## src/design/mrs_ram.sv

```systemverilog
// ----------------------------------------------------------------------------
// mrs_ram: generic single-write, single-read RAM
// One write port and one read port; read data registered and held
// while the read enable is low.
// ----------------------------------------------------------------------------
module mrs_ram #(
    parameter int WIDTH = 16,
    parameter int DEPTH = 256,
    localparam int AW = (DEPTH > 1) ? $clog2(DEPTH) : 1
) (
    input  logic             clk,
    input  logic             we,
    input  logic [AW-1:0]    waddr,
    input  logic [WIDTH-1:0] wdata,
    input  logic             re,
    input  logic [AW-1:0]    raddr,
    output logic [WIDTH-1:0] rdata
);

    logic [WIDTH-1:0] mem [DEPTH];
    logic [WIDTH-1:0] rdata_reg;

    // Write, then registered read
    always_ff @(posedge clk)
    begin
        if (we)
            mem[waddr] <= wdata;
        if (re)
            rdata_reg <= mem[raddr];
    end

    assign rdata = rdata_reg;

endmodule

```

## config.mk

```make
export PLATFORM = sky130hd
export DESIGN_NAME = mrs_ram
export DESIGN_NICKNAME = d
export VERILOG_FILES = /design/src/design/mrs_ram.sv
export SDC_FILE = /design/constraint.sdc
export NUM_CORES = 2
export LEC_CHECK = 0
export ABC_AREA = 0
export BUFFER_PORTS_ARGS = -buffer_cell sky130_fd_sc_hd__buf_2
export CAP_MARGIN = 20
export CORE_UTILIZATION = 45
export DETAILED_ROUTE_END_ITERATION = 10
export GPL_TIMING_DRIVEN = 0
export MAX_ROUTING_LAYER = met4
export SYNTH_ARGS = -nofsm -noshare
export SYNTH_HDL_FRONTEND = slang
export SYNTH_SLANG_ARGS = --single-unit
```

## constraint.sdc

```tcl
create_clock -name clk -period 5 [get_ports clk]
set_input_delay 0.75 -clock clk [delete_from_list [all_inputs] [get_ports clk]]
set_output_delay 0.75 -clock clk [all_outputs]
set_load 0.05 [all_outputs]
```

**Yosys cells after proc, flatten, opt, wreduce, memory -nomap -nowiden**

Memories as Yosys holds them, arrays and structs flattened. A register that Yosys moved wholly into a read port is not among the register bits.
Index checks and enable logic that the tools add are counted.

- Word-level logic and storage cells: 3
- Bits in registers: 0
- Memories kept: 1
- Output and inout port bits: 16
- Input port bits: 35
- Memory bits (writable): 4096

Memory list:

| memory | words | width | read ports | clocked after Yosys merged registers in | write ports | RTL line | source |
|---|---|---|---|---|---|---|---|
| mem | 256 | 16 | 1 | 1 | 1 | 20 | `logic [WIDTH-1:0] mem [DEPTH];` |

- Muxes and demuxes: 2

Operators by type and width:

| cell | count |
|---|---|
| 1-bit two-way mux | 2 |

**Logic depth before layout (Yosys ltp)**

- Depth in word-level cells: 2
- Gate-level depth with buffers: 12
- Depth with buffers taken out: 6

**Worst setup path after synthesis**

OpenSTA, ideal clock, no wires.

- Kind: input to register
- Start point: input raddr[0]
- End point: register rdata_reg[4] (netlist: rdata[4]) (read register of mem) (data pin)
- Path slack: 2001 ps
- Buffers on the path: 3
- Stages: 8
- Arrival time: 2734 ps
- Setup time: 265 ps
- Cell sequence: buf_6 -> buf_6 -> buf_2 -> mux4_2 -> mux4_2 -> a22o_1 -> o32ai_2 -> nor4_2

RTL lines:

| what | RTL line | source |
|---|---|---|
| start, declared | 16 | `input logic [AW-1:0] raddr,` |
| end, declared | 21 | `logic [WIDTH-1:0] rdata_reg;` |

==> impl_summary.md <==
Routing
The number of DRC violations after detailed routing is 0. For this block, the initial DRC count from the detailed router was 13,325. The pre-antenna-repair detailed-routing pass consisted of 7 iterations. The average wire length per cell after detail routing is between 30 and 40 um. The number of nets with antenna violations after detailed routing is 0. The total via count after detailed routing is 83,346.

The total detailed-routing wirelength is ~500,000 um. Dividing the detail-routed via count by the number of cells gives 6.352.

Synthesis
The proportion of synthesized chip area in sequential cells is 0.7772. The fraction of post-synthesis cell area in the top cell type by area is 0.7772. Each instance of the synthesized netlist takes up on average 21.59 um^2. The Yosys step of the flow raised 0 warnings.

The number of enable-type register cells in the synthesized netlist is ~4,000. The total nets after synthesis is 7,395. The multiplexer area fraction after synthesis is 0.1548. The synthesized-area fraction occupied by ao, oa, aoi and oai cells came to 0.03534. By area the synthesized netlist is led by edfxtp_1 78%, mux4_2 11%, mux2i_1 3.6%, o221ai_1 1.4%, nor2_1 0.72%. Of the total synthesized cell area, the portion taken by AND, OR, NAND and NOR gates is 0.01573. The gate count after technology mapping is between 7,000 and 8,000. By instance count, the leading cell after synthesis is edfxtp_1. For this run, the leading register cell type out of synthesis is edfxtp_1. Of the total synthesized cell area, the portion taken by full adders, half adders and majority gates is 0.

The post-synth design cell area is between 150,000 and 200,000 um^2. The post-synthesis xor/xnor area fraction is 0. After synthesis, the largest family of logic cells by area is multiplexers. Sorting the synthesized cells by how often they occur yields 4,112 x edfxtp_1, 797 x mux4_2, 565 x mux2i_1, 304 x nor2_1, 252 x o221ai_1.

The post-synthesis cell type count is 51. Synthesis inferred 4,112 register bits. The largest total area in the synthesized netlist belongs to edfxtp_1. Counting flops with an async set or reset pin after synthesis yields a share of 0.

Timing
On the final layout, the worst clock skew is roughly 0.074 ns. Dividing the final minimum period by the clock period gives 1.048. The minimum clock period after layout is 5.240 ns. Headroom to the max-slew limit came out at 0.1227. Setup violations remaining at the end of the flow were counted as 3. The number of slew-limit violations in the final report came to 0. The highest clock frequency the design can meet is 190.8 MHz. The final number of hold-violating endpoints is 0.

Setup repair after global routing left no endpoint under its margin. The smallest setup slack after layout is -0.2405 ns. At the pin with the least slew margin, the transition time is ~1.3 ns.

Setup path
The startpoint type of the worst setup path is an input pin. The critical path in this run is classified as input pin to flop. On the worst path, the slowest cell contributes a delay of around 0.91 ns. The worst setup path is captured at a flop.

Data arrives at the worst endpoint at 5.91 ns. Data on the critical path is required at its endpoint by 5.67 ns. Of all nets on the critical path, the largest fanout is 10. The setup slack of the worst register-to-register path is 1.56 ns. Counting stages on the worst path, the most repeated cell is clkdlybuf4s15_1. The critical path's slowest cell is clkdlybuf4s15_1.

Walking the worst path, the cells encountered are clkdlybuf4s15_1, inv_1, buf_2, clkbuf_2, clkdlybuf4s15_1, a211oi_1, o21ai_0, nand3_1, nor4_1.

Power and ir drop
The leakage power total is 58.47 nW. Of the total power, the clock network draws 0.419. The share of total power dissipated in combinational logic is 0.060. Internal power comes to 0.05671 W.

The proportion of total power due to net switching is 0.2229. For this design the total switching power over the nets is 0.01626 W. IR analysis of the VDD net gives a maximum drop of between 0.3 and 0.4 mV. In this run the power density over the cells is 394.6 nW/um^2. The share of total power dissipated in sequential elements is 0.521.

Outcome
The run finished, with violations left. The checks that failed: setup timing.

Clock network
Counting the buffers created by CTS gives 415. The clock tree from TritonCTS is done. The total clock sinks is 4,112. The cell sitting at the root of the clock tree is a clkbuf_16. The number of levels the H-tree was split into is 5. The post-CTS clock slew at the launch and capture registers of the worst setup and hold paths is 0.06 ns.

The clock passes through at most 4 buffers. After clock tree synthesis, the setup repair step added 0 buffers. The insertion delay of the later-clocked pin in the worst-skew pair is 0.97 ns.

GRT
The first global-routing pass estimated just under 700,000 um of wire. The pin count of the biggest net entering global routing is approximately 150. For this run the aggregate overflow at the end of global routing stands at 0. The number of antenna violations at the first check in global routing came to 43. For this run, the total global-route usage over all layers was measured as 0.2890. The number of global-route vias before repair came to 81,167.

Floorplan
The I/O pin count is 51. The die is a little under 600 um tall. For this configuration, the core starts out at a cell density of 0.4536.

The area of the die is 355,400 um^2. Row generation in the floorplan step produced around 220 rows. The horizontal die dimension is 596.2 um. The floorplan step defined a core boundary enclosing 350,200 um^2.

Place
The count of input and output buffers is 40. At the end of routability-driven placement, the weighted congestion stood at 1.012. The setup slack at placement is -1.246 ns. The HPWL after detailed placement is 350,100 um.

Summing all placed instances gives a cell area of 171,500 um^2.

Final layout
The number of nets in the layout is 8,199. The layout overhead on the synthesized area is 16.39%. Of the cells placed in the final design, the portion with a size suffix greater than 1 is 0.2765.

The register with the most flip-flops in the layout has 4,096 of them. The final cell area excluding filler cells is ~180,000 um^2.

Run
The reported max-cap violation count is 0.

Worst hold path
The worst min-delay path class is input pin to flop.
[power by group through the flow]
stage               combinational (W)  sequential, W  clock (W)
floorplan                     0.00187         0.0388          0
global placement              0.00402         0.0389          0
detailed placement            0.00430         0.0388          0
CTS                           0.00431         0.0380     0.0308
global route                  0.00446         0.0380     0.0320
finish                        0.00438         0.0380     0.0306
[critical path: cells and delay by family]
family	cells	cell delay, ns
buffers and inverters	5	3.03
AO/OA/AOI/OAI	2	1.00
AND/OR/NAND/NOR	2	1.07
[cells by family (layout without fill, tap and decap cells)]
kind of cell,after synthesis,count (layout)
AOI/OAI and AO/OA,786,786
muxes,1450,1450
buffers and inverters,456,1596
DFF,4112,4112
other,0,22
and+or+nand+nor,556,556
[cell usage in the layout, fill, tap and decap left out, types with 21 or more instances in the layout]
cell | Yosys | layout
o21ai_0 | 37 | 37
a22o_1 | 32 | 32
diode_2 | 0 | 22
nand4_1 | 26 | 26
clkbuf_16 | 0 | 425
buf_16 | 0 | 65
mux2_2 | 88 | 88
clkinv_2 | 0 | 72
nand2_1 | 38 | 38
buf_8 | 11 | 250
bufinv_16 | 0 | 35
buf_2 | 76 | 107
o221ai_1 | 252 | 252
edfxtp_1 | 4112 | 4112
buf_6 | 77 | 94
clkbuf_2 | 0 | 27
mux2i_1 | 565 | 565
a21oi_1 | 175 | 175
a221oi_1 | 28 | 28
a22oi_1 | 43 | 43
nor3_1 | 92 | 83
buf_4 | 26 | 46
nand3_1 | 35 | 35
clkbuf_1 | 230 | 279
o22ai_1 | 148 | 148
clkinv_1 | 0 | 99
mux4_2 | 797 | 797
buf_1 | 27 | 25
nor2_1 | 304 | 54
buf_12 | 5 | 21
nor2_2 | 0 | 250
[per-layer routing]
layer / track usage / vias to the layer above / wire (um) / share of wire
li1: - / 33004 / - / -
met1: 0.3910 / 44431 / 192800 / 0.38
met2: 0.4196 / 5064 / 224700 / 0.45
met3: 0.07784 / 847 / 60630 / 0.12
met4: 0.1124 / 0 / 23410 / 0.047
met5: - / - / 0 / 0
[layout make-up]
cell class	count	area, um^2
fillers	26973	165300
flip-flops and latches	4112	123500
multi-input cells	2792	33460
clock buffers	505	10940
repair buffers	388	6202
well taps	4599	5754
plain buffers	451	2724
clock inverters	248	2296
diodes	22	55.05
inverters	4	15.01
[what timing repair did]
item / CTS / global route
pin swaps: 0 / 0
resized for setup: 12 / 9
endpoints found under the hold margin: 4 / 0
setup endpoints to repair: 11 / 1
hold buffers: 1 / 0
[final timing paths]
path / startpoint / to / depth (start not counted)
setup / recovery: raddr[4] / rdata[14] / 9
hold / removal: wdata[11] / mem[95][11] / 1
setup reg to reg: mem[20][15] / rdata[15] / 6
hold reg to reg: mem[218][13] / rdata[13] / 6
[through the flow]
step	util	power [W]	hold slack (ns)	std cells	TNS, ns
CTS	0.5276	0.07313	0.02854	13095	0
detailed placement	0.4896	0.04307	1.025	12341	-16.42
global route	0.5279	0.07450	0.06170	13115	0
floorplan	-	0.04070	0.8489	7360	0
global placement	0.4706	0.04294	1.163	11999	-2718.70
finish	0.5280	0.07297	0.07581	13121	-0.4546
(Power assumes the default switching activity.)
