[src/design/mrs_pkg.sv]
// ----------------------------------------------------------------------------
// mrs_pkg: shared types, codes and helpers
// Command and status structs between controller and datapath, protocol
// codes, and the CRC-16/MODBUS byte update.
// ----------------------------------------------------------------------------
package mrs_pkg;

    // Defaults for the top-level parameters
    localparam int DEF_HOLDING_DEPTH  = 256;
    localparam int DEF_MAX_READ_COUNT = 125;

    // Configuration register indexes
    localparam logic REG_SLAVE_ADDRESS = 1'b0;
    localparam logic REG_HOLDING_COUNT = 1'b1;

    // Input commands
    localparam logic [1:0] CMD_FRAME_BYTE  = 2'd0;
    localparam logic [1:0] CMD_LOCAL_WRITE = 2'd1;
    localparam logic [1:0] CMD_LOCAL_READ  = 2'd2;

    // Result status codes
    localparam logic [2:0] ST_RESPONSE  = 3'd0;
    localparam logic [2:0] ST_CRC_FAIL  = 3'd1;
    localparam logic [2:0] ST_NOT_ADDR  = 3'd2;
    localparam logic [2:0] ST_SHORT     = 3'd3;
    localparam logic [2:0] ST_LOCAL_RD  = 3'd4;

    // Function and exception codes
    localparam logic [7:0] FC_READ_HOLDING = 8'h03;
    localparam logic [7:0] FC_WRITE_SINGLE = 8'h06;
    localparam logic [7:0] FC_EXC_FLAG     = 8'h80;
    localparam logic [7:0] EXC_ILLEGAL_FC  = 8'h01;
    localparam logic [7:0] EXC_ILLEGAL_ADR = 8'h02;
    localparam logic [7:0] EXC_ILLEGAL_VAL = 8'h03;

    localparam logic [7:0]  BROADCAST_ADDR = 8'h00;
    localparam logic [15:0] MIN_FRAME_LEN  = 16'd4;
    localparam logic [15:0] CRC_INIT       = 16'hFFFF;
    localparam logic [15:0] CRC_POLY       = 16'hA001;

    typedef enum logic [2:0] {
        S_CLEAR,
        S_IDLE,
        S_LREAD,
        S_CHECK,
        S_STATUS,
        S_EMIT,
        S_FETCH
    } state_t;

    typedef enum logic [1:0] {
        KIND_EXC,
        KIND_WRITE,
        KIND_READ
    } kind_t;

    typedef struct packed {
        logic clear_step;
        logic accept;
        logic check;
        logic emit;
        logic fetch;
        logic push_beat;
        logic push_status;
        logic push_lread;
    } ctrl_cmd_t;

    typedef struct packed {
        logic clear_done;
        logic is_status;
        logic pack_full;
        logic has_bytes;
        logic tx_done;
        logic need_fetch;
        logic out_free;
    } dp_status_t;

    // One byte into a reflected CRC-16/MODBUS
    function automatic logic [15:0] crc_feed(input logic [15:0] crc, input logic [7:0] b);
        logic [15:0] c;
        c = crc ^ {8'h00, b};
        for (int k = 0; k < 8; k++) begin
            if (c[0])
                c = (c >> 1) ^ CRC_POLY;
            else
                c = c >> 1;
        end
        return c;
    endfunction

endpackage

[src/design/mrs_ctrl.sv]
// ----------------------------------------------------------------------------
// mrs_ctrl: server sequencer
// Sweeps the memory after reset, accepts items, checks a finished frame
// and walks the response bytes out in beats.
// ----------------------------------------------------------------------------
module mrs_ctrl
    import mrs_pkg::*;
(
    input  logic       clk,
    input  logic       rst_n,
    input  logic       in_valid,
    input  logic [1:0] command,
    input  logic       end_of_frame,
    input  dp_status_t st,
    output logic       in_stall,
    output ctrl_cmd_t  cmd
);

    state_t state_reg, state_next;

    // Hold state
    always_ff @(posedge clk or negedge rst_n)
    begin
        if (!rst_n)
            state_reg <= S_CLEAR;
        else
            state_reg <= state_next;
    end

    // Next state and commands
    always_comb
    begin
        state_next = state_reg;
        cmd        = '0;
        in_stall   = (state_reg != S_IDLE);
        unique case (state_reg)
            S_CLEAR:
            begin
                cmd.clear_step = 1'b1;
                if (st.clear_done)
                    state_next = S_IDLE;
            end
            S_IDLE:
            begin
                if (in_valid)
                begin
                    cmd.accept = 1'b1;
                    if (command == CMD_FRAME_BYTE && end_of_frame)
                        state_next = S_CHECK;
                    else if (command == CMD_LOCAL_READ)
                        state_next = S_LREAD;
                end
            end
            S_LREAD:
            begin
                if (st.out_free)
                begin
                    cmd.push_lread = 1'b1;
                    state_next     = S_IDLE;
                end
            end
            S_CHECK:
            begin
                cmd.check  = 1'b1;
                state_next = st.is_status ? S_STATUS : S_EMIT;
            end
            S_STATUS:
            begin
                if (st.out_free)
                begin
                    cmd.push_status = 1'b1;
                    state_next      = S_IDLE;
                end
            end
            S_EMIT:
            begin
                if (st.pack_full || (st.tx_done && st.has_bytes))
                begin
                    if (st.out_free)
                    begin
                        cmd.push_beat = 1'b1;
                        if (st.tx_done)
                            state_next = S_IDLE;
                    end
                end
                else if (st.tx_done)
                    state_next = S_IDLE;
                else if (st.need_fetch)
                    state_next = S_FETCH;
                else
                    cmd.emit = 1'b1;
            end
            S_FETCH:
            begin
                cmd.fetch  = 1'b1;
                state_next = S_EMIT;
            end
            default:
                state_next = S_IDLE;
        endcase
    end

endmodule

[config.mk]
export PLATFORM = sky130hd
export DESIGN_NAME = mrs_ctrl
export DESIGN_NICKNAME = d
export VERILOG_FILES = /design/src/design/mrs_pkg.sv /design/src/design/mrs_ctrl.sv
export SDC_FILE = /design/constraint.sdc
export NUM_CORES = 1
export LEC_CHECK = 0
export ABC_CLOCK_PERIOD_IN_PS = 1700
export BUFFER_PORTS_ARGS = -buffer_cell sky130_fd_sc_hd__buf_2
export CAP_MARGIN = 20
export CELL_PAD_IN_SITES_DETAIL_PLACEMENT = 0
export CELL_PAD_IN_SITES_GLOBAL_PLACEMENT = 2
export CORE_UTILIZATION = 19
export DETAILED_ROUTE_END_ITERATION = 7
export PLACE_DENSITY = 0.7
export SETUP_SLACK_MARGIN = 0.2
export SLEW_MARGIN = 20
export SYNTH_ARGS = -nofsm -noshare
export SYNTH_HDL_FRONTEND = slang
export SYNTH_SLANG_ARGS = --single-unit
[constraint.sdc]
create_clock -name clk -period 1.7 [get_ports clk]
set_input_delay 0.255 -clock clk [delete_from_list [all_inputs] [get_ports clk]]
set_output_delay 0.255 -clock clk [all_outputs]
set_load 0.01 [all_outputs]
# Word level (Yosys, flattened, before mapping)
# Index checks and enable logic that the tools add are counted.
[totals]
reg_bits = 3
out_inout_bits = 9
word_cells = 49
[op_classes]
eq_ne = 15
n_mux = 26
reduce_logical = 7
[op_table]
columns = ["cell", "n"]
rows = [
  ["2-to-1 mux 3 bit", 10],
  ["case mux 3 bit (6 select lines)", 1],
  ["2-to-1 mux 1 bit", 15],
  ["!= test 3 bit (second input constant)", 4],
  ["equality test 3 bit (second input constant)", 3],
  ["AND reduction 7 bit", 1],
  ["equality test 3 x 2 -> 1 bit (second input constant)", 2],
  ["!= test 2 bit (second input constant)", 2],
  ["equality test 3 x 1 -> 1 bit (second input constant)", 1],
  ["logical NOT 3 bit", 1],
  ["!= test 3 x 1 -> 1 bit (second input constant)", 1],
  ["equality test 2 bit (second input constant)", 1],
  ["logical AND 1 bit", 2],
  ["logical NOT 2 bit", 1],
  ["!= test 2 x 1 -> 1 bit (second input constant)", 1],
  ["OR reduction 2 bit", 1],
  ["logical OR 1 bit", 1],
]

# Longest topological paths before layout
[depth]
depth_word = 5
ltp_mapped = 6
ltp_nobuf = 5

# Least setup slack after synthesis
# Ideal clock, no wire load.
[synth_path]
kind = "register to register"
startpoint = "register state_reg[1]"
endpoint = "register state_reg[0]"
setup_time_ps = 125
arrival_ps = 1359
required_time_ps = 1575
slack_ps = 216
path_stages_with_launch = 5
n_path_buf = 0
synth_period_minus_slack_ps = 1484
path_cell_list = "dfrtp_1 nor3_1 a221oi_2 o21ai_2 mux2_4"
[synth_between]
elab_chain_len = 4
[synth_lines]
columns = ["item", "line_no", "source"]
rows = [
  ["from (decl)", "mrs_ctrl.sv:19", "state_t state_reg, state_next;"],
  ["from (signal assigned)", "mrs_ctrl.sv:27", "state_reg <= state_next;"],
  ["equality test 3 bit or equality test 3 x 2 -> 1 bit (tied branches)", "mrs_ctrl.sv:36", "unique case (state_reg)"],
  ["OR reduction 2 bit (no line)", "--", ""],
  ["!= test 2 x 1 -> 1 bit (no line)", "--", ""],
  ["AND reduction 7 bit (no line)", "--", ""],
]
# Several ways; a longest one is shown, not always the timed one.
# A chain may end at the register's enable or synchronous reset.

==> flow_summary_export.csv <==
group,metric,value,unit
status,status,"complete, no violations",
die,initial_core_util,20.2,%
cts,clock_sinks,3,
worst_setup_path,crit_fanout,4,
route,drt-total-wl,1.03,mm
grt,grt_pass1_wl,1.57,mm
die,fp.coreArea,0.00171,mm²
placed_design,place_congestion,0.749,
worst_setup_path,crit_arrival,1.28,ns
sta,setup_viol,0,
route,drc_errors,0,
run,max_cap_viol_count,0,
die,rows,15,
cts,cts_tree,"built",
route,viasPerCell,4.29,
final_layout,fin_cells,103,
logic_synthesis,synth.distinct_cells,25,
logic_synthesis,synth_top_area_share,21.7,%
final_layout,largest_register_ffs,3,
sta,finalCritPeriodShare,90.4,%
grt,grt_max_degree,11,
final_layout,drive_above_1_share,59.0,%
logic_synthesis,avgSynthCellArea,7.85,µm²
worst_setup_path,cp_num_buf_inv,2,
logic_synthesis,ys_ff_latch,3,
final_layout,seq_area,77.6,µm²
logic_synthesis,seq_area_frac_synth,21.7,%
grt,antenna_found_initial,0,
logic_synthesis,synth_edf_count,0,
cts,cts_max_level,1,
route,vias,442,
sta,fin_tns_setup,0,ns
logic_synthesis,syn-num-nets,57,
cts,cts.path.max_buffers,2,
cts,clk_pin_slew_worst_paths,0.04,ns
route,wl_per_cell,10.0,µm
route,drt_iter0_markers,7,
logic_synthesis,synth_common_cells,"4 x inv_1, 4 x nand2_1",
route,ant_nets,0,
cts,root_buffer,"clkbuf_4",
logic_synthesis,synthesis.area,345,µm²
worst_setup_path,required,1.44,ns
cts,clk_latency,0.23,ns
final_layout,multi_input_area,278,µm²
sta,clock_skew,0.000658,ns
logic_synthesis,yosys.area.top_type,"dfrtp_1",
grt,grt-ovfl-total,0,
sta,fmax,651,MHz
worst_setup_path,crit_start,"state_reg[1]$_DFFE_PN0P_",
die,num_io_pins,22,
route,dr.pass1.iters,4,
worst_setup_path,setup.worst_path.end_class,"primary output",
sta,rsz0062_at_grt,"true",
worst_setup_path,worstReg2RegStart,"state_reg[0]$_DFFE_PN0P_",
final_layout,diodes,0,
grt,grt_pass1_vias,388,
final_layout,n_fill_cell,188,
sta,tightest_slew,0.329,ns
final_layout,nets,92,
power_and_ir_drop,cellLeakagePower,0.321,nW
logic_synthesis,synth_warnings,0,
placed_design,post-place-cells,91,
grt,grt_usage,10.5,%
logic_synthesis,syn_inst,44,
power_and_ir_drop,ir_drop,0.500,mV
placed_design,detailed_place_hpwl,758,µm
cts,numCtsBuffers,3,
logic_synthesis,synth_ff_type,"dfrtp_1",
power_and_ir_drop,powerDensity,1630,mW/mm²
worst_setup_path,critical-path-top-delay-family,"flip-flops",
worst_setup_path,path_cells,"nand3b_1 -> buf_6 -> nor3b_2 -> buf_2",
worst_setup_path,crit_path_max_incr_delay,0.40,ns
logic_synthesis,async_reset_ff_share,100,%
hold_path,hold_path_class,"in2async",
placed_design,port_buffers,21,
sta,relSlewSlack,77.8,%
worst_setup_path,critical_path_class,"reg2out",
die,die_h,44.6,µm
sta,drv_slew,0,
sta,hold_viol_final,0,
final_layout,syn_to_final_growth,81.5,%
worst_setup_path,start_kind,"flip-flop",
worst_setup_path,crit_slowest_cell,"dfrtp_1",
die,dieWidth,44.6,µm
logic_synthesis,synth_area_leaders,"dfrtp_1 22%, mux2_4 8.7%, a21oi_1 4.3%",
die,die-area,0.00199,mm²
sta,fin_crit,1.54,ns
==> cell usage in the layout, fill, tap and decap left out, drive strengths merged <==
cell,n
nor4bb,1
nor3b,2
and2,1
mux2,2
a21o,1
o211ai,1
a221oi,1
nor2,3
dfrtp,3
nand2b,1
o41ai,1
a211o,1
and3b,1
clkbuf,4
inv,4
nand3b,2
o21ai,3
dlygate4sd3,1
nor2b,1
nor4b,1
nand2,4
a21oi,3
buf,32
nor4,1
nor3,3
==> kinds of logic (layout without fill, tap and decap cells) <==
logic type             Yosys count  in the layout  synth area share (%)
AOI/OAI and AO/OA               11             11                  23.6
buffers and inverters            7             41                  10.1
DFF                              3              3                  21.7
muxes                            2              2                  8.70
and+or+nand+nor                 21             21                  35.9
==> routing by layer <==
metal,GRT usage (%),vias up,routed length (µm)
li1,-,228,-
met1,13.4,198,467
met2,18.2,16,490
met3,0.816,0,75
met4,3.64,0,0
met5,0,-,0
==> layout make-up <==
type | instances | area share, %
flip-flops and latches | 3 | 12.4
well taps | 25 | 4.99
clock buffers | 4 | 4.19
inverters | 4 | 2.40
repair buffers | 33 | 31.7
multi-input cells | 34 | 44.3
==> report_power, final <==
part           leakage [nW]  internal, W  total [W]  switching (W)
Combinational         0.272     0.000415   0.000737       0.000322
Clock                0.0150    0.0000880   0.000125      0.0000370
Sequential           0.0339     0.000113   0.000161      0.0000478
Total                 0.321     0.000616    0.00102       0.000406
==> through the flow <==
step | setup WS (ns) | util, % | hold slack [ns] | cell area, µm² | power, W
finish | 0.163 | 36.7 | 0.346 | 627 | 0.00102
global route | 0.0898 | 36.7 | 0.354 | 627 | 0.00110
CTS | 0.179 | 35.2 | 0.348 | 601 | 0.000992
detailed placement | 0.158 | 28.8 | 0.0519 | 492 | 0.000718
global placement | 0.171 | 28.8 | 0.0530 | 492 | 0.000721
floorplan | 0.216 | - | -0.0406 | 345 | 0.000563
==> worst register-to-register path: cells and delay by family, from the launching register on <==
family / cells / cell delay [ns]
mux: 1 / 0.30
buf+inv: 1 / 0.13
compound gates: 2 / 0.35
simple gates: 1 / 0.16
flops: 1 / 0.42
==> repair_timing <==
action	4_1_cts	5_1_grt
buffers inserted	6	1
hold buffers	1	0
endpoints found under the hold margin	3	0
pin swaps	2	2
resized for setup	8	3
endpoints found under the setup margin	7	6
==> path summary, 6_finish.rpt <==
kind | depth (start not counted) | slack [ns] | endpoint
min in group clk | 3 | 0.46 | state_reg[2]$_DFFE_PN0P_
hold reg to reg | 2 | 0.74 | state_reg[1]$_DFFE_PN0P_
hold / removal | 2 | 0.35 | state_reg[0]$_DFFE_PN0P_
max in group asynchronous | 2 | 1.24 | state_reg[2]$_DFFE_PN0P_
setup reg to reg | 5 | 0.21 | state_reg[0]$_DFFE_PN0P_
setup / recovery | 4 | 0.16 | cmd[2]
(Power assumes the default switching activity.)
